## config.mk

```make
export PLATFORM = sky130hd
export DESIGN_NAME = fbl_queue
export DESIGN_NICKNAME = d
export VERILOG_FILES = /design/src/hw/rtl/fbl_pkg.sv /design/src/hw/rtl/fbl_queue.sv
export VERILOG_INCLUDE_DIRS = /design/src /design/src/hw/rtl
export SDC_FILE = /design/constraint.sdc
export NUM_CORES = 1
export LEC_CHECK = 0
export BUFFER_PORTS_ARGS = -buffer_cell sky130_fd_sc_hd__buf_2
export CORE_MARGIN = 1.5
export CORE_UTILIZATION = 40
export DETAILED_ROUTE_END_ITERATION = 16
export PLACE_DENSITY = 0.65
export SETUP_SLACK_MARGIN = 0.15
export SYNTH_ARGS = -nofsm -noshare
export SYNTH_HDL_FRONTEND = slang
export SYNTH_SLANG_ARGS = --single-unit
```

## constraint.sdc

```tcl
create_clock -name clk -period 2.6 [get_ports clk]
set_input_delay 0.78 -clock clk [delete_from_list [all_inputs] [get_ports clk]]
set_output_delay 0.78 -clock clk [all_outputs]
set_load 0.05 [all_outputs]
```

## src/hw/rtl/assert_macros.svh

```systemverilog
// Assertion macros shared by the framebuffer line plotter RTL.
// No dependencies; the checks drop out when SYNTH is defined.
`ifndef ASSERT_MACROS_SVH
`define ASSERT_MACROS_SVH
`ifndef SYNTH
`define ASSERT_PROP(lbl, clk, rst_n, prop, msg) \
	lbl: assert property (@(posedge clk) disable iff (!rst_n) prop) else $error(msg);
`define ASSERT_NEVER(lbl, clk, rst_n, cond, msg) \
	lbl: assert property (@(posedge clk) disable iff (!rst_n) !(cond)) else $error(msg);
`else
`define ASSERT_PROP(lbl, clk, rst_n, prop, msg)
`define ASSERT_NEVER(lbl, clk, rst_n, cond, msg)
`endif
`endif

```

## src/hw/rtl/fbl_pkg.sv

```systemverilog
// Package of the framebuffer line plotter: display geometry, operation types and helpers.
// No dependencies; fbl_queue, fbl_front, fbl_back and the top level import it.
package fbl_pkg;

	localparam int DISPLAY_WIDTH  = 128;
	localparam int DISPLAY_HEIGHT = 64;
	localparam int PAGE_COUNT     = (DISPLAY_HEIGHT + 7) / 8;
	localparam int STORE_SIZE     = PAGE_COUNT * DISPLAY_WIDTH;
	localparam int ADDR_W         = $clog2(STORE_SIZE);
	localparam int QUEUE_DEPTH    = 4;
	localparam int ERR_W          = 12;

	typedef enum logic [1:0] {
		MODE_PLOT  = 2'd0,
		MODE_LINE  = 2'd1,
		MODE_READ  = 2'd2,
		MODE_CLEAR = 2'd3
	} mode_t;

	typedef enum logic [1:0] {
		OP_PIXEL = 2'd0,
		OP_READ  = 2'd1,
		OP_CLEAR = 2'd2
	} op_kind_t;

	typedef struct packed {
		op_kind_t          kind;
		logic              hit;
		logic [ADDR_W-1:0] addr;
		logic [2:0]        bit_sel;
		logic              color;
		logic              last;
	} op_t;

	typedef struct packed {
		logic init_busy;
	} back_status_t;

	typedef enum logic {
		F_IDLE = 1'b0,
		F_LINE = 1'b1
	} front_state_t;

	typedef enum logic [1:0] {
		B_INIT  = 2'd0,
		B_IDLE  = 2'd1,
		B_WRITE = 2'd2,
		B_CLEAR = 2'd3
	} back_state_t;

	function automatic op_t pixel_op(logic [7:0] x, logic [7:0] y, logic color, logic last);
		op_t         op;
		logic [15:0] lin;
		lin        = 16'(y[7:3]) * 16'(DISPLAY_WIDTH) + 16'(x);
		op.kind    = OP_PIXEL;
		op.hit     = (9'(x) < 9'(DISPLAY_WIDTH)) && (9'(y) < 9'(DISPLAY_HEIGHT));
		op.addr    = lin[ADDR_W-1:0];
		op.bit_sel = y[2:0];
		op.color   = color;
		op.last    = last;
		return op;
	endfunction

	function automatic op_t read_op(logic [2:0] page, logic [6:0] column);
		op_t         op;
		logic [15:0] lin;
		lin        = 16'(page) * 16'(DISPLAY_WIDTH) + 16'(column);
		op.kind    = OP_READ;
		op.hit     = (6'(page) < 6'(PAGE_COUNT)) && (9'(column) < 9'(DISPLAY_WIDTH));
		op.addr    = lin[ADDR_W-1:0];
		op.bit_sel = 3'd0;
		op.color   = 1'b0;
		op.last    = 1'b1;
		return op;
	endfunction

	function automatic op_t clear_op();
		op_t op;
		op         = '0;
		op.kind    = OP_CLEAR;
		op.last    = 1'b1;
		return op;
	endfunction

endpackage

```

## src/hw/rtl/fbl_queue.sv

```systemverilog
// Short operation queue between the command front end and the framebuffer back end.
// Depends on fbl_pkg and assert_macros.svh.
`include "assert_macros.svh"
module fbl_queue (
	input  logic         clk,
	input  logic         arst_n,
	input  logic         push,
	input  fbl_pkg::op_t push_op,
	output logic         full,
	input  logic         pop,
	output logic         not_empty,
	output fbl_pkg::op_t head_op
);
	import fbl_pkg::*;

	localparam int PTR_W = $clog2(QUEUE_DEPTH);
	localparam int CNT_W = $clog2(QUEUE_DEPTH + 1);

	op_t              slot_q [QUEUE_DEPTH];
	logic [PTR_W-1:0] wr_ptr_q;
	logic [PTR_W-1:0] rd_ptr_q;
	logic [CNT_W-1:0] count_q;

	always_comb begin
		full      = count_q == CNT_W'(QUEUE_DEPTH);
		not_empty = count_q != '0;
		head_op   = slot_q[rd_ptr_q];
	end

	always_ff @(posedge clk or negedge arst_n) begin
		if (!arst_n) begin
			wr_ptr_q <= '0;
			rd_ptr_q <= '0;
			count_q  <= '0;
		end else begin
			if (push) begin
				wr_ptr_q <= (wr_ptr_q == PTR_W'(QUEUE_DEPTH - 1)) ? '0 : wr_ptr_q + 1'b1;
			end
			if (pop) begin
				rd_ptr_q <= (rd_ptr_q == PTR_W'(QUEUE_DEPTH - 1)) ? '0 : rd_ptr_q + 1'b1;
			end
			if (push && !pop) begin
				count_q <= count_q + 1'b1;
			end else if (pop && !push) begin
				count_q <= count_q - 1'b1;
			end
		end
	end

	always_ff @(posedge clk) begin
		if (push) begin
			slot_q[wr_ptr_q] <= push_op;
		end
	end

	`ASSERT_NEVER(a_no_push_full, clk, arst_n, push && full, "queue pushed while full")
	`ASSERT_NEVER(a_no_pop_empty, clk, arst_n, pop && !not_empty, "queue popped while empty")
endmodule

```

### Yosys cells after proc, flatten, opt, wreduce, memory -nomap -nowiden

Memories as Yosys holds them, arrays and structs flattened.
Cells that the tools add are included.

* register bits after elaboration: 7
* bits in latches: 0
* RAM bits: 72
* memory bits (read-only): 0
* input port bits: 22
* output and inout port bits: 20
* word-level logic and storage cells: 23
* memories: 1

* add/subtract/negate cells: 4
* multipliers: 0
* divide/modulo/power cells: 0
* magnitude comparators: 0
* eq/ne operators: 3
* shift operators: 0
* mux-type cells: 6
* bitwise logic cells: 0
* reduce and logical (&&, ||, !) cells: 6

Memories
* slot_q: depth 4, width 18, rd ports 1, clocked after Yosys merged registers in 0, write ports 1, line fbl_queue.sv:19 `op_t slot_q [QUEUE_DEPTH];`

Operator list (number)
* 3-bit two-way mux: 2
* 2-bit by 1-bit adder with 2-bit output (second input constant): 2
* 2-bit equality test (second input constant): 2
* 2-bit two-way mux: 2
* 3-bit by 1-bit adder with 3-bit output (second input constant): 1
* 3-bit equality test (second input constant): 1
* 3-bit nonzero test: 1
* 3-bit by 1-bit subtractor with 3-bit output (second input constant): 1
* 1-bit logical AND: 2
* 1-bit zero test: 2
* 1-bit two-way mux: 2
* 2-bit nonzero test: 1

### Logic depth before layout (Yosys ltp)

* depth in word-level cells: 4
* depth in mapped cells: 7
* depth with buffers taken out: 7

### Least setup slack after synthesis

OpenSTA, ideal clock, no wires.

* path type: register to output
* start: reg count_q[0]
* end: out full
* arrival time: 1.594 ns
* required time: 1.820 ns
* setup slack: 0.226 ns
* stages on the path, launching flop included: 2
* buffers on the path: 0
* path through: dfrtp_1 > nor3b_1

* word-level cells in the longest chain between the ends: 1

RTL lines
* start: declaration: line fbl_queue.sv:22 `logic [CNT_W-1:0] count_q;`
* start signal: assignment: line fbl_queue.sv:43 `count_q <= count_q + 1'b1;`
* start signal: assignment: line fbl_queue.sv:45 `count_q <= count_q - 1'b1;`
* 3-bit equality test: line fbl_queue.sv:25 `full = count_q == CNT_W'(QUEUE_DEPTH);`
* end: declaration: line fbl_queue.sv:9 `output logic full,`

Every way passes these cells.

==> out/results.ini <==
[grt]
grt_pass1_vias = 1578
grt_util_all_layers = 0.137
grt-ovfl-total = 0
antenna_found_initial = 0
grt_max_degree = 19
grt_first_pass_wirelength_mm = 8.22

[cells_and_area]
layout.nets = 219
n_fill_cell = 600
antenna_cells = 0
syn_to_final_growth_pct = 21.6
drive_above_1_share = 0.451
final_cells = 294

[synthesis]
yosysSeqAreaShare = 0.776
synth_compound_area_frac = 0.00581
synthesis.area_um2 = 3010
synth_top_cell_area_share = 0.718
synth_xor_area_frac = 0.00872
synthMuxAreaShare = 0.142
yosys.area_share.simple = 0.0195
syn_area_per_cell_um2 = 23.0
ys_types = 20
synth_top_family_by_area = multiplexers
synth_cells = 131
synthAdderAreaFrac = 0.0316
synth_warnings = 0
ys_ff_latch = 79
syn-num-nets = 160
synth.area.top_cells = edfxtp_1 (72%), mux4_2 (13%), dfrtp_1 (5.8%)
yosys.area.top_type = edfxtp_1

[placed_design]
gp_congestion = 0.649
dpl.cell_count = 275
dp_hpwl_mm = 3.46
port-buffer-count = 41

[route]
wirelength_mm = 5.01
vias = 1404
wl_per_cell_um = 17.0
drtAntennaViolNets = 0
vias_per_cell = 4.78
drtIter0Drc = 74
drc_errors = 0
dr.pass1.iters = 4

[flow_run]
cap_violations = 0

[critical_path]
cp.required_ns = 1.82
crit_fanout = 11
end_kind = output port
arrival_ns = 1.66
crit_type = flop to output port
start_kind = flop
reg2reg_depth = 4

[timing]
rsz0062_at_grt = yes
hold_violations = 0
setup_viol = 0
hold_ws_ns = 0.262
worst_slew_pin_slew_ns = 0.373
relSlewSlack = 0.751
fmax_mhz = 410
fin_crit_sh = 0.939
clock_skew_ns = 0.0105
fin_crit_ns = 2.44
maxSlewViolCount = 0
tns_ns = 0

[clocking]
clk_pin_slew_worst_paths_ns = 0.08
cts.sinks = 79
cts-root-buf = clkbuf_8
cts_hold_buf = 0
htreeDepth = 3
numCtsBuffers = 9
clk-insertion-delay-late_ns = 0.33
clockBufferDepth = 2
cts_tree = done

[hold_path]
holdCritPathClass = input pin to asynchronous set/reset pin

[floorplan]
row_count = 31
dieArea_um2 = 8060
io_pins = 42
core_um2 = 7250
start_util = 0.415
die_w_um = 89.8
die_y_um = 89.8

[power_and_ir_drop]
p_leak_nw = 1.32
powerDensity_nw_per_um2 = 1220
ir_drop_v = 0.000494

[status]
status = finished, final reports clean

[worst max-delay path: stages (launching register included)]
cell and delay, ns:
dfrtp_2 0.43, buf_12 0.17, mux4_2 0.52, buf_4 0.21
[report_power, final]
group          internal [W]  switching, W
Sequential          0.00164     0.0000984
Clock              0.000538      0.000417
Combinational      0.000669       0.00111
[kinds of logic after synthesis]
logic type	count (synthesis)
flip-flops	79
multiplexers	20
AND/OR/NAND/NOR	11
buffers and inverters	8
adder cells (fa/ha/maj)	7
AO/OA/AOI/OAI	3
XOR/XNOR	3
[cell usage after synthesis (all sizes together)]
cell and instances:
ha 6, o21ai 2, inv 4, nand2 2, nor2 2, dfrtp 7
and2 4, buf 4, edfxtp 72, nor3 1, a21o 1, xnor2 1
or3 1, nor3b 1, fa 1, mux2 2, mux4 18, xor2 2
[final cells by class]
cell class | count | area (µm²) | area share
tap | 99 | 124 | 0.0338
sequential | 79 | 2340 | 0.638
clock inverter | 6 | 85.1 | 0.0232
clock buffer | 10 | 128 | 0.0348
inverter | 4 | 15.0 | 0.00410
multi-input combinational | 44 | 626 | 0.171
timing repair buffer | 52 | 348 | 0.0949
[sequential cells by signal, indices dropped and copies added (netlist names)]
register / count
slot_q: 72
wr_ptr_q: 2
count_q: 3
rd_ptr_q: 2
[per-stage QoR]
| step | instance area [µm²] | setup WS (ns) | power, W | utilization |
|---|---|---|---|---|
| after global placement | 3380 | 0.333 | 0.00339 | 0.466 |
| after CTS | 3640 | 0.121 | 0.00449 | 0.502 |
| after floorplan | 3010 | 0.226 | 0.00305 | - |
| after global routing | 3660 | 0.0881 | 0.00468 | 0.505 |
| after detailed placement | 3380 | 0.301 | 0.00344 | 0.466 |
| final | 3660 | 0.159 | 0.00447 | 0.505 |
[routing by layer]
metal / share of wire / vias to the layer above / global-route usage
met1: 0.42 / 717 / 0.161
met4: 0.011 / 0 / 0.0595
met5: 0 / - / 0
met2: 0.53 / 33 / 0.242
li1: - / 646 / -
met3: 0.038 / 8 / 0.0313
[placed cells by master (no fill, tap or decap)]
| master | count |
|---|---|
| buf_4 | 24 |
| clkinvlp_4 | 2 |
| dfrtp_2 | 1 |
| xor2_1 | 2 |
| clkbuf_8 | 9 |
| buf_2 | 25 |
| o21ai_0 | 2 |
| nor3b_1 | 1 |
| ha_1 | 6 |
| clkinv_2 | 2 |
| and2_1 | 4 |
| inv_1 | 4 |
| nand2_1 | 2 |
| dfrtp_1 | 6 |
| bufinv_16 | 2 |
| mux2_2 | 2 |
| edfxtp_1 | 72 |
| or3_1 | 1 |
| buf_12 | 1 |
| buf_6 | 2 |
| nor2_1 | 2 |
| clkbuf_1 | 1 |
| fa_1 | 1 |
| nor3_1 | 1 |
| a21o_1 | 1 |
| xnor2_1 | 1 |
| mux4_2 | 18 |
[timing repair]
action	CTS	global route
buffers inserted	2	1
gates resized for setup	14	8
setup endpoints to repair	18	16
[final timing paths]
path	start	endpoint	slack, ns
max in group asynchronous	arst_n	rd_ptr_q[0]	2.15
setup reg to reg	wr_ptr_q[0]	slot_q[0][6]	0.97
hold / removal	arst_n	count_q[0]	0.26
setup / recovery	rd_ptr_q[0]	head_op[16]	0.16
min in group clk	count_q[2]	count_q[2]	0.50
hold reg to reg	count_q[2]	count_q[2]	0.50
Power figures use the tool's default switching activity.
