File: src/hw/rtl/assert_macros.svh
// Assertion macros shared by the framebuffer line plotter RTL.
// No dependencies; the checks drop out when SYNTH is defined.
`ifndef ASSERT_MACROS_SVH
`define ASSERT_MACROS_SVH
`ifndef SYNTH
`define ASSERT_PROP(lbl, clk, rst_n, prop, msg) \
	lbl: assert property (@(posedge clk) disable iff (!rst_n) prop) else $error(msg);
`define ASSERT_NEVER(lbl, clk, rst_n, cond, msg) \
	lbl: assert property (@(posedge clk) disable iff (!rst_n) !(cond)) else $error(msg);
`else
`define ASSERT_PROP(lbl, clk, rst_n, prop, msg)
`define ASSERT_NEVER(lbl, clk, rst_n, cond, msg)
`endif
`endif

File: src/hw/rtl/fbl_pkg.sv
// Package of the framebuffer line plotter: display geometry, operation types and helpers.
// No dependencies; fbl_queue, fbl_front, fbl_back and the top level import it.
package fbl_pkg;

	localparam int DISPLAY_WIDTH  = 128;
	localparam int DISPLAY_HEIGHT = 64;
	localparam int PAGE_COUNT     = (DISPLAY_HEIGHT + 7) / 8;
	localparam int STORE_SIZE     = PAGE_COUNT * DISPLAY_WIDTH;
	localparam int ADDR_W         = $clog2(STORE_SIZE);
	localparam int QUEUE_DEPTH    = 4;
	localparam int ERR_W          = 12;

	typedef enum logic [1:0] {
		MODE_PLOT  = 2'd0,
		MODE_LINE  = 2'd1,
		MODE_READ  = 2'd2,
		MODE_CLEAR = 2'd3
	} mode_t;

	typedef enum logic [1:0] {
		OP_PIXEL = 2'd0,
		OP_READ  = 2'd1,
		OP_CLEAR = 2'd2
	} op_kind_t;

	typedef struct packed {
		op_kind_t          kind;
		logic              hit;
		logic [ADDR_W-1:0] addr;
		logic [2:0]        bit_sel;
		logic              color;
		logic              last;
	} op_t;

	typedef struct packed {
		logic init_busy;
	} back_status_t;

	typedef enum logic {
		F_IDLE = 1'b0,
		F_LINE = 1'b1
	} front_state_t;

	typedef enum logic [1:0] {
		B_INIT  = 2'd0,
		B_IDLE  = 2'd1,
		B_WRITE = 2'd2,
		B_CLEAR = 2'd3
	} back_state_t;

	function automatic op_t pixel_op(logic [7:0] x, logic [7:0] y, logic color, logic last);
		op_t         op;
		logic [15:0] lin;
		lin        = 16'(y[7:3]) * 16'(DISPLAY_WIDTH) + 16'(x);
		op.kind    = OP_PIXEL;
		op.hit     = (9'(x) < 9'(DISPLAY_WIDTH)) && (9'(y) < 9'(DISPLAY_HEIGHT));
		op.addr    = lin[ADDR_W-1:0];
		op.bit_sel = y[2:0];
		op.color   = color;
		op.last    = last;
		return op;
	endfunction

	function automatic op_t read_op(logic [2:0] page, logic [6:0] column);
		op_t         op;
		logic [15:0] lin;
		lin        = 16'(page) * 16'(DISPLAY_WIDTH) + 16'(column);
		op.kind    = OP_READ;
		op.hit     = (6'(page) < 6'(PAGE_COUNT)) && (9'(column) < 9'(DISPLAY_WIDTH));
		op.addr    = lin[ADDR_W-1:0];
		op.bit_sel = 3'd0;
		op.color   = 1'b0;
		op.last    = 1'b1;
		return op;
	endfunction

	function automatic op_t clear_op();
		op_t op;
		op         = '0;
		op.kind    = OP_CLEAR;
		op.last    = 1'b1;
		return op;
	endfunction

endpackage

File: src/hw/rtl/fbl_cmd_if.sv
// Command channel of the framebuffer line plotter: valid, ready and the command fields.
// No dependencies.
interface fbl_cmd_if;
	logic       valid;
	logic       ready;
	logic [1:0] mode;
	logic [7:0] x_start;
	logic [7:0] y_start;
	logic [7:0] x_end;
	logic [7:0] y_end;
	logic       color;
	logic [2:0] read_page;
	logic [6:0] read_column;

	modport source (
		output valid, mode, x_start, y_start, x_end, y_end, color, read_page, read_column,
		input  ready
	);
	modport sink (
		input  valid, mode, x_start, y_start, x_end, y_end, color, read_page, read_column,
		output ready
	);
endinterface

File: src/hw/rtl/fbl_front.sv
// Front end: accepts command beats, classifies them and walks Bresenham lines pixel by pixel.
// Depends on fbl_pkg, fbl_cmd_if and assert_macros.svh.
`include "assert_macros.svh"
module fbl_front (
	input  logic                  clk,
	input  logic                  arst_n,
	fbl_cmd_if.sink               cmd,
	input  fbl_pkg::back_status_t status,
	input  logic                  q_full,
	output logic                  q_push,
	output fbl_pkg::op_t          q_op
);
	import fbl_pkg::*;

	front_state_t             state_q;
	front_state_t             state_d;
	logic [7:0]               xa_q;
	logic [7:0]               ya_q;
	logic [7:0]               xb_q;
	logic [7:0]               yb_q;
	logic signed [ERR_W-1:0]  dx_q;
	logic signed [ERR_W-1:0]  dy_q;
	logic signed [ERR_W-1:0]  err_q;
	logic                     sx_neg_q;
	logic                     sy_neg_q;
	logic                     color_q;

	logic                     accept;
	logic                     line_done;
	logic                     step;
	logic [7:0]               adx;
	logic [7:0]               ady;
	logic signed [ERR_W-1:0]  dx_init;
	logic signed [ERR_W-1:0]  dy_init;
	logic signed [ERR_W:0]    e2;
	logic                     step_x;
	logic                     step_y;
	logic signed [ERR_W-1:0]  err_next;

	always_comb begin
		accept    = cmd.valid && cmd.ready;
		line_done = (xa_q == xb_q) && (ya_q == yb_q);
		step      = (state_q == F_LINE) && !q_full && !line_done;
		adx       = (cmd.x_end > cmd.x_start) ? cmd.x_end - cmd.x_start
		                                      : cmd.x_start - cmd.x_end;
		ady       = (cmd.y_end > cmd.y_start) ? cmd.y_end - cmd.y_start
		                                      : cmd.y_start - cmd.y_end;
		dx_init   = $signed(ERR_W'(adx));
		dy_init   = -$signed(ERR_W'(ady));
		e2        = {err_q, 1'b0};
		step_x    = e2 >= (ERR_W + 1)'(dy_q);
		step_y    = e2 <= (ERR_W + 1)'(dx_q);
		err_next  = err_q + (step_x ? dy_q : '0) + (step_y ? dx_q : '0);
	end

	always_comb begin
		state_d = state_q;
		case (state_q)
			F_IDLE: begin
				if (accept && mode_t'(cmd.mode) == MODE_LINE) begin
					state_d = F_LINE;
				end
			end
			F_LINE: begin
				if (!q_full && line_done) begin
					state_d = F_IDLE;
				end
			end
			default: state_d = F_IDLE;
		endcase
	end

	always_comb begin
		cmd.ready = 1'b0;
		q_push    = 1'b0;
		q_op      = pixel_op(xa_q, ya_q, color_q, line_done);
		case (state_q)
			F_IDLE: begin
				cmd.ready = !q_full && !status.init_busy;
				q_push    = accept && mode_t'(cmd.mode) != MODE_LINE;
				case (mode_t'(cmd.mode))
					MODE_PLOT: q_op = pixel_op(cmd.x_start, cmd.y_start, cmd.color, 1'b1);
					MODE_READ: q_op = read_op(cmd.read_page, cmd.read_column);
					MODE_CLEAR: q_op = clear_op();
					default: q_op = pixel_op(cmd.x_start, cmd.y_start, cmd.color, 1'b1);
				endcase
			end
			F_LINE: begin
				q_push = !q_full;
			end
			default: begin
				q_push = 1'b0;
			end
		endcase
	end

	always_ff @(posedge clk or negedge arst_n) begin
		if (!arst_n) begin
			state_q <= F_IDLE;
		end else begin
			state_q <= state_d;
		end
	end

	always_ff @(posedge clk) begin
		if (accept && mode_t'(cmd.mode) == MODE_LINE) begin
			xa_q     <= cmd.x_start;
			ya_q     <= cmd.y_start;
			xb_q     <= cmd.x_end;
			yb_q     <= cmd.y_end;
			dx_q     <= dx_init;
			dy_q     <= dy_init;
			err_q    <= dx_init + dy_init;
			sx_neg_q <= !(cmd.x_start < cmd.x_end);
			sy_neg_q <= !(cmd.y_start < cmd.y_end);
			color_q  <= cmd.color;
		end else if (step) begin
			err_q <= err_next;
			if (step_x) begin
				xa_q <= sx_neg_q ? xa_q - 1'b1 : xa_q + 1'b1;
			end
			if (step_y) begin
				ya_q <= sy_neg_q ? ya_q - 1'b1 : ya_q + 1'b1;
			end
		end
	end

	`ASSERT_PROP(a_line_progress, clk, arst_n, step |=> (xa_q != $past(xa_q) || ya_q != $past(ya_q)), "line walk stalled on one pixel")
	`ASSERT_PROP(a_line_end, clk, arst_n, (state_q == F_LINE && q_push && q_op.last) |=> state_q == F_IDLE, "line end pushed but walk kept going")
endmodule

File: src/flat_wrapper.sv
// flat-port wrapper written by rule: the top's interface ports become plain ports
module fbl_front_flat import fbl_pkg::*;
  (clk, arst_n, status, q_full, q_push, q_op, cmd_valid, cmd_mode, cmd_x_start, cmd_y_start, cmd_x_end, cmd_y_end, cmd_color, cmd_read_page, cmd_read_column, cmd_ready);
  fbl_cmd_if cmd_i ();
  input  logic clk;
  input  logic arst_n;
  input  fbl_pkg::back_status_t status;
  input  logic q_full;
  output logic q_push;
  output fbl_pkg::op_t q_op;
  input wire logic [$bits(cmd_i.valid)-1:0] cmd_valid;
  input wire logic [$bits(cmd_i.mode)-1:0] cmd_mode;
  input wire logic [$bits(cmd_i.x_start)-1:0] cmd_x_start;
  input wire logic [$bits(cmd_i.y_start)-1:0] cmd_y_start;
  input wire logic [$bits(cmd_i.x_end)-1:0] cmd_x_end;
  input wire logic [$bits(cmd_i.y_end)-1:0] cmd_y_end;
  input wire logic [$bits(cmd_i.color)-1:0] cmd_color;
  input wire logic [$bits(cmd_i.read_page)-1:0] cmd_read_page;
  input wire logic [$bits(cmd_i.read_column)-1:0] cmd_read_column;
  output wire logic [$bits(cmd_i.ready)-1:0] cmd_ready;
  assign cmd_i.valid = cmd_valid;
  assign cmd_i.mode = cmd_mode;
  assign cmd_i.x_start = cmd_x_start;
  assign cmd_i.y_start = cmd_y_start;
  assign cmd_i.x_end = cmd_x_end;
  assign cmd_i.y_end = cmd_y_end;
  assign cmd_i.color = cmd_color;
  assign cmd_i.read_page = cmd_read_page;
  assign cmd_i.read_column = cmd_read_column;
  assign cmd_ready = cmd_i.ready;
  fbl_front u_core (.clk(clk), .arst_n(arst_n), .cmd(cmd_i), .status(status), .q_full(q_full), .q_push(q_push), .q_op(q_op));
endmodule
File: config.mk
export PLATFORM = sky130hd
export DESIGN_NAME = fbl_front_flat
export DESIGN_NICKNAME = d
export VERILOG_FILES = /design/src/hw/rtl/fbl_pkg.sv /design/src/hw/rtl/fbl_cmd_if.sv /design/src/hw/rtl/fbl_front.sv /design/src/flat_wrapper.sv
export VERILOG_INCLUDE_DIRS = /design/src /design/src/hw/rtl
export SDC_FILE = /design/constraint.sdc
export NUM_CORES = 1
export LEC_CHECK = 0
export ABC_AREA = 1
export ABC_CLOCK_PERIOD_IN_PS = 3600
export BUFFER_PORTS_ARGS = -buffer_cell sky130_fd_sc_hd__buf_2
export CORE_MARGIN = 4
export CORE_UTILIZATION = 30
export CTS_CLUSTER_DIAMETER = 80
export DETAILED_ROUTE_END_ITERATION = 7
export PLACE_DENSITY = 0.51
export SYNTH_ARGS = -nofsm -noshare
export SYNTH_HDL_FRONTEND = slang
export SYNTH_SLANG_ARGS = --single-unit
File: constraint.sdc
create_clock -name clk -period 3.6 [get_ports clk]
set_input_delay 0 -clock clk [delete_from_list [all_inputs] [get_ports clk]]
set_output_delay 0 -clock clk [all_outputs]
set_load 0.02 [all_outputs]
After elaboration in Yosys (flattened, before gate mapping)
Cells that the tools add are included.
Storage, ports and cells
  output and inout port bits: 20
  register bits: 68
Operators by class
  magnitude comparators: 10
  equality and inequality tests: 6
  mux-type cells: 21
  reductions and logical operators: 20
  add/sub/neg operators: 15
  bitwise operators: 1
Operators with widths (count)
  $mux 8: 11
  $mux 12: 3
  $pmux 18 s2: 1
  $sub 8x8->8: 4
  $add 12x12->12: 2
  $add 10x8->10: 2
  $mux 18: 1
  $add 8x1->8 const B: 2
  $eq 8x8->1: 2
  $gt 8x8->1: 2
  $lt 8x7->1 const B: 2
  $lt 8x8->1: 2
  $lt 8x8->1 const B: 2
  $sub 8x1->8 const B: 2
  $ge 13x12->1: 1
  $le 13x9->1: 1
  $add 9x12->12: 1
  $neg 8->12: 1
  $add 10x7->10: 1
  $logic_and 1x1->1: 10
  $reduce_bool 2->1: 3
  $logic_not 1->1: 5
  $eq 2x2->1 const B: 2
  $pmux 1 s2: 2
  5 further kinds: 8

Logic depth before layout (Yosys ltp)
  word-level depth: 7
  gate-level depth with buffers: 28
  mapped depth without buffers: 28

Worst setup path after synthesis
OpenSTA, ideal clock, no wires.
  path type: register to register
  start: register u_core.err_q[11]
  end: register u_core.err_q[9], data pin
  data arrival time: 3392 ps
  stages on the path, launching flop included: 20
  library setup time: 256 ps
  setup slack: -49 ps
  buffers on the path: 1
  cell sequence: edfxtp_1 > ha_1 > a21oi_1 > o21ai_0 > nor2_1 > nand3b_1 > nand2_1 > clkbuf_1 > nand2_1 > fa_1 > inv_1 > ha_1 > a21oi_1 > o21ai_0 > a21oi_1 > nor2_1 > o21ai_0 > nand3_1 > nand3_1 > nand3_2
Between the ends
  word-level cells in the longest chain between the ends: 6
  elaborated cells between the ends (all ways): 8
  those cells by class: add/sub: 2; order compare: 2; mux: 4
RTL lines
  from (decl): RTL line fbl_front.sv:23  | logic signed [ERR_W-1:0] err_q;
  from (signal assigned): RTL line fbl_front.sv:113  | err_q <= dx_init + dy_init;
  from (signal assigned): RTL line fbl_front.sv:118  | err_q <= err_next;
  $ge 13x12->1: RTL line fbl_front.sv:51  | step_x = e2 >= (ERR_W + 1)'(dy_q);
  $mux 12: RTL line fbl_front.sv:53  | err_next = err_q + (step_x ? dy_q : '0) + (step_y ? dx_q : '0);
  $add 12x12->12: RTL line fbl_front.sv:53
  $add 12x12->12 *: RTL line fbl_front.sv:53
  $mux 12 *: RTL line fbl_front.sv:117  | end else if (step) begin
  $mux 12 *: RTL line fbl_front.sv:106  | if (accept && mode_t'(cmd.mode) == MODE_LINE) begin
Every way passes the cells marked *; elsewhere a longest branch is shown, timed or not. The select of a mux whose other input is x is not followed.
A chain may end at the register's enable or synchronous reset.

Worst setup path after layout
  start: register u_core.err_q[2]
  end: register u_core.err_q[5], data pin
The elaborated chain is that of the path after synthesis.

==> run_results.csv <==
group,metric,value,unit
pwr,p_seq_frac,0.182,
place,gp_congestion,0.8522,
pwr,internal-power,4.114,mW
timing,fin_skew,11.02,ps
synthesis,synthAdderAreaFrac,0.2042,
finish,areaGrowthSynthToFinish,33.04,%
worst_setup_path,cp_top_family,"adder cells",
grt,overflow,0,
synthesis,synthCells,916,
finish,n_antenna_cell,0,
worst_setup_path,startpoint_type,"flop",
synthesis,synth_compound_area_frac,0.1144,
synthesis,ys.flop_type,"edfxtp_1",
cts,tritoncts,"yes",
worst_setup_path,cp_common_cell,"buf_6",
timing,hold_viol,0,
synthesis,yosys_warnings,0,
synthesis,syn_avg_cell_area,7.666,µm²
worst_setup_path,crit_chain,"buf_6 -> ha_4 -> nand4_1 -> o221ai_2 -> a21boi_1 -> o21ai_1 -> nand3b_1 -> buf_6 -> buf_4 -> nand2_4 -> fa_2 -> buf_4 -> fa_2 -> inv_2 -> buf_6 -> nand3_2 -> nand2_1 -> xor2_1 -> o22ai_2",
detailed_routing,highest_layer,"met4",
finish,final_area,9341,µm²
detailed_routing,first_pass_iters,7,
synthesis,syn-cell-area,7022,µm²
cts,cts_buffer_depth,2,
grt,antenna_found_initial,0,
pwr,leakagePower,4.536,nW
detailed_routing,totalWireLength,20160,µm
finish,final_common_cell,"nand2_1",
cts,htree_levels,3,
pwr,clockPowerShare,0.137,
detailed_routing,met3WireLength,599,µm
place,placed_area,8244,µm²
synthesis,synth_edf_count,67,
min_path,hp-class,"in2reg",
synthesis,synth_xor_area_frac,0.03991,
synthesis,ys_ff_latch,68,
synthesis,ys_types,45,
cts,cts.reportedPaths.clkPinSlew,70,ps
synthesis,synth_area_leaders,"edfxtp_1 (29%), ha_1 (16%), nand2_1 (12%), inv_1 (9.5%), fa_1 (4.6%)",
synthesis,yosys.area.top_type,"edfxtp_1",
floorplanning,die_w,161.0,µm
timing,worst_slew_pin_slew,875.9,ps
worst_setup_path,slowest_delay,460,ps
finish,fin_nets,1252,
floorplanning,initial_core_util,0.3073,
floorplanning,die_area,25920,µm²
floorplanning,die_h,161.0,µm
worst_setup_path,worstPathMaxFanout,3,
place,hpwl,15930,µm
pwr,combPwrFrac,0.682,
timing,period_share,1.037,
status,status,"complete, but fails checks",
detailed_routing,viasPerCell,4.631,
place,numPortBuffers,69,
timing,finalWorstSetupSlack,-133.0,ps
timing,rsz0062_at_grt,"yes",
timing,setup_viol,5,
floorplanning,core_area,22850,µm²
cts,clockRootBuffer,"clkbuf_16",
synthesis,synthSimpleGateAreaFrac,0.2406,
place,pre_cts_slack,-268.9,ps
pwr,netSwitchingFraction,0.4260,
synthesis,synth_top_area_frac,0.2865,
synthesis,synth_top_family_by_area,"simple AND/OR/NAND/NOR gates",
pwr,power,7.167,mW
flow_run,cap_violations,0,
pwr,power-per-cell-area,767.3,nW/µm²
synthesis,ys_seq_area_frac,0.2901,
detailed_routing,wl_met2,9491,µm
pwr,switching_power,3.053,mW
timing,relSlewSlack,0.4161,
grt,grt_pass1_vias,6508,
worst_setup_path,critPathKind,"reg2reg",
timing,hold-worst-slack,15.40,ps
detailed_routing,ant_nets,0,
detailed_routing,wl_per_cell,14.26,µm
worst_setup_path,required,3660,ps
timing,finalCriticalPeriod,3733,ps
grt,grt.total_usage,0.1560,
timing,slew_violations,0,
worst_setup_path,worstPathArrival,3800,ps
detailed_routing,route.detailed.drc,0,
detailed_routing,drt-met1-wl,9839,µm
finish,drive_gt1_frac,0.2543,
detailed_routing,via_count,6548,
timing,fmax,267.9,MHz
cts,clkSinkCount,68,
synthesis,synth-async-reset-ratio,0.01471,
status,violations,"negative setup slack",
grt,grt_max_degree,73,
worst_setup_path,crit_buf_inv,6,
grt,grt_first_pass_wirelength,32730,µm
worst_setup_path,cp_slowest_cell,"fa_2",
finish,final_cell_mix,"nand2_1 (203), inv_1 (168), buf_4 (84), ha_1 (73), buf_2 (69)",
synthesis,synth_mux_area_frac,0.006058,
cts,clk_latency,350,ps
detailed_routing,drtIter0Drc,354,
cts,cts_buffers,9,
worst_setup_path,cp-end-kind,"flop",
pwr,vdd_drop_max,0.4119,mV
floorplanning,ioPinCount,70,
floorplanning,rows,55,
synthesis,synth_nets,1071,
-- Yosys cell counts, types with 2 or more instances --
master / number
nand2_2: 9
inv_1: 177
nand2_4: 4
nand2_1: 218
a21o_1: 2
nor2_4: 5
inv_2: 3
mux2_2: 2
o21bai_1: 3
o221ai_1: 13
xor2_1: 22
nor4_1: 2
buf_2: 4
nand4_1: 20
o211ai_1: 6
fa_1: 16
or2_2: 9
a21oi_1: 53
o22ai_1: 12
nor3_1: 7
o21ai_1: 4
nand3b_1: 5
o21ai_0: 36
mux2i_1: 2
nor2_1: 46
nand3_1: 42
ha_1: 89
edfxtp_1: 67
xnor2_1: 10
clkbuf_1: 9
nor2_2: 5
-- through the flow --
step	setup TNS [ps]	util	instances
2_1_floorplan	0	-	916
3_3_place_gp	-1516	0.3608	1356
3_5_place_dp	-1514	0.3608	1356
4_1_cts	-125.4	0.3935	1401
5_1_grt	-1827	0.4089	1414
6_report	-305.9	0.4089	1414
-- final cells by class --
| cell class | count | area, µm² |
|---|---|---|
| fillers | 2378 | 13510 |
| multi-input cells | 654 | 4633 |
| flip-flops and latches | 68 | 2037 |
| repair buffers | 183 | 1284 |
| inverters | 181 | 681.9 |
| well taps | 313 | 391.6 |
| clock buffers | 9 | 225.2 |
| clock inverters | 6 | 88.84 |
-- state kept, by name, indices dropped and copies added, names as in the netlist --
name and cells:
u_core.dy_q 12, u_core.yb_q 8, u_core.err_q 12, u_core.xa_q 8, u_core.sx_neg_q 1, u_core.xb_q 8
u_core.color_q 1, u_core.sy_neg_q 1, u_core.dx_q 8, u_core.ya_q 8, u_core.state_q 1
-- worst paths after layout --
path	from	endpoint	slack, ps	depth (start not counted)
min in group asynchronous	arst_n	u_core.state_q$_DFF_PN0_	510	3
max reg2reg	u_core.err_q[2]$_DFFE_PP_	u_core.err_q[5]$_DFFE_PP_	-130	19
max	u_core.err_q[2]$_DFFE_PP_	u_core.err_q[5]$_DFFE_PP_	-130	19
min	cmd_x_start[1]	u_core.xa_q[1]$_DFFE_PP_	20	3
min reg2reg	u_core.xa_q[0]$_DFFE_PP_	u_core.xa_q[0]$_DFFE_PP_	640	1
max in group asynchronous	arst_n	u_core.state_q$_DFF_PN0_	2990	3
-- kinds of logic after synthesis --
kind of cell             after synthesis
buffers and inverters                194
adder cells (fa/ha/maj)              105
AO/OA/AOI/OAI                        137
multiplexers                           4
AND/OR/NAND/NOR                      376
flip-flops                            68
XOR/XNOR                              32
-- power groups by stage --
stage               Combinational [mW]  Clock (mW)  Sequential, mW
floorplan                         2.43           0            1.27
global placement                  3.80           0            1.31
detailed placement                3.79           0            1.31
CTS                               4.22        1.00            1.29
global route                      5.48        1.03            1.32
finish                            4.89       0.978            1.30
-- routing by layer --
metal | vias up | track usage
li1 | 3381 | -
met1 | 3039 | 0.2135
met2 | 112 | 0.2619
met3 | 16 | 0.02373
met4 | 0 | 0.03451
met5 | - | 0
-- what timing repair did --
item | in CTS | in global routing
pin swaps | 12 | 52
endpoints found under the hold margin | 23 | 0
buffers inserted | 6 | 13
endpoints found under the setup margin | 9 | 9
gates resized for setup | 32 | 58
hold buffers | 24 | 0
-- worst reg2reg max path, stage by stage (launching register included) --
cell and delay (ps):
edfxtp_1 420, buf_6 150, ha_4 260, nand4_1 90
o221ai_2 170, a21boi_1 90, o21ai_1 130, nand3b_1 170
buf_6 170, buf_4 140, nand2_4 60, fa_2 460
buf_4 160, fa_2 340, inv_2 90, buf_6 110
nand3_2 50, nand2_1 70, xor2_1 210, o22ai_2 120
Note: power is estimated with default switching activity, not from simulation.
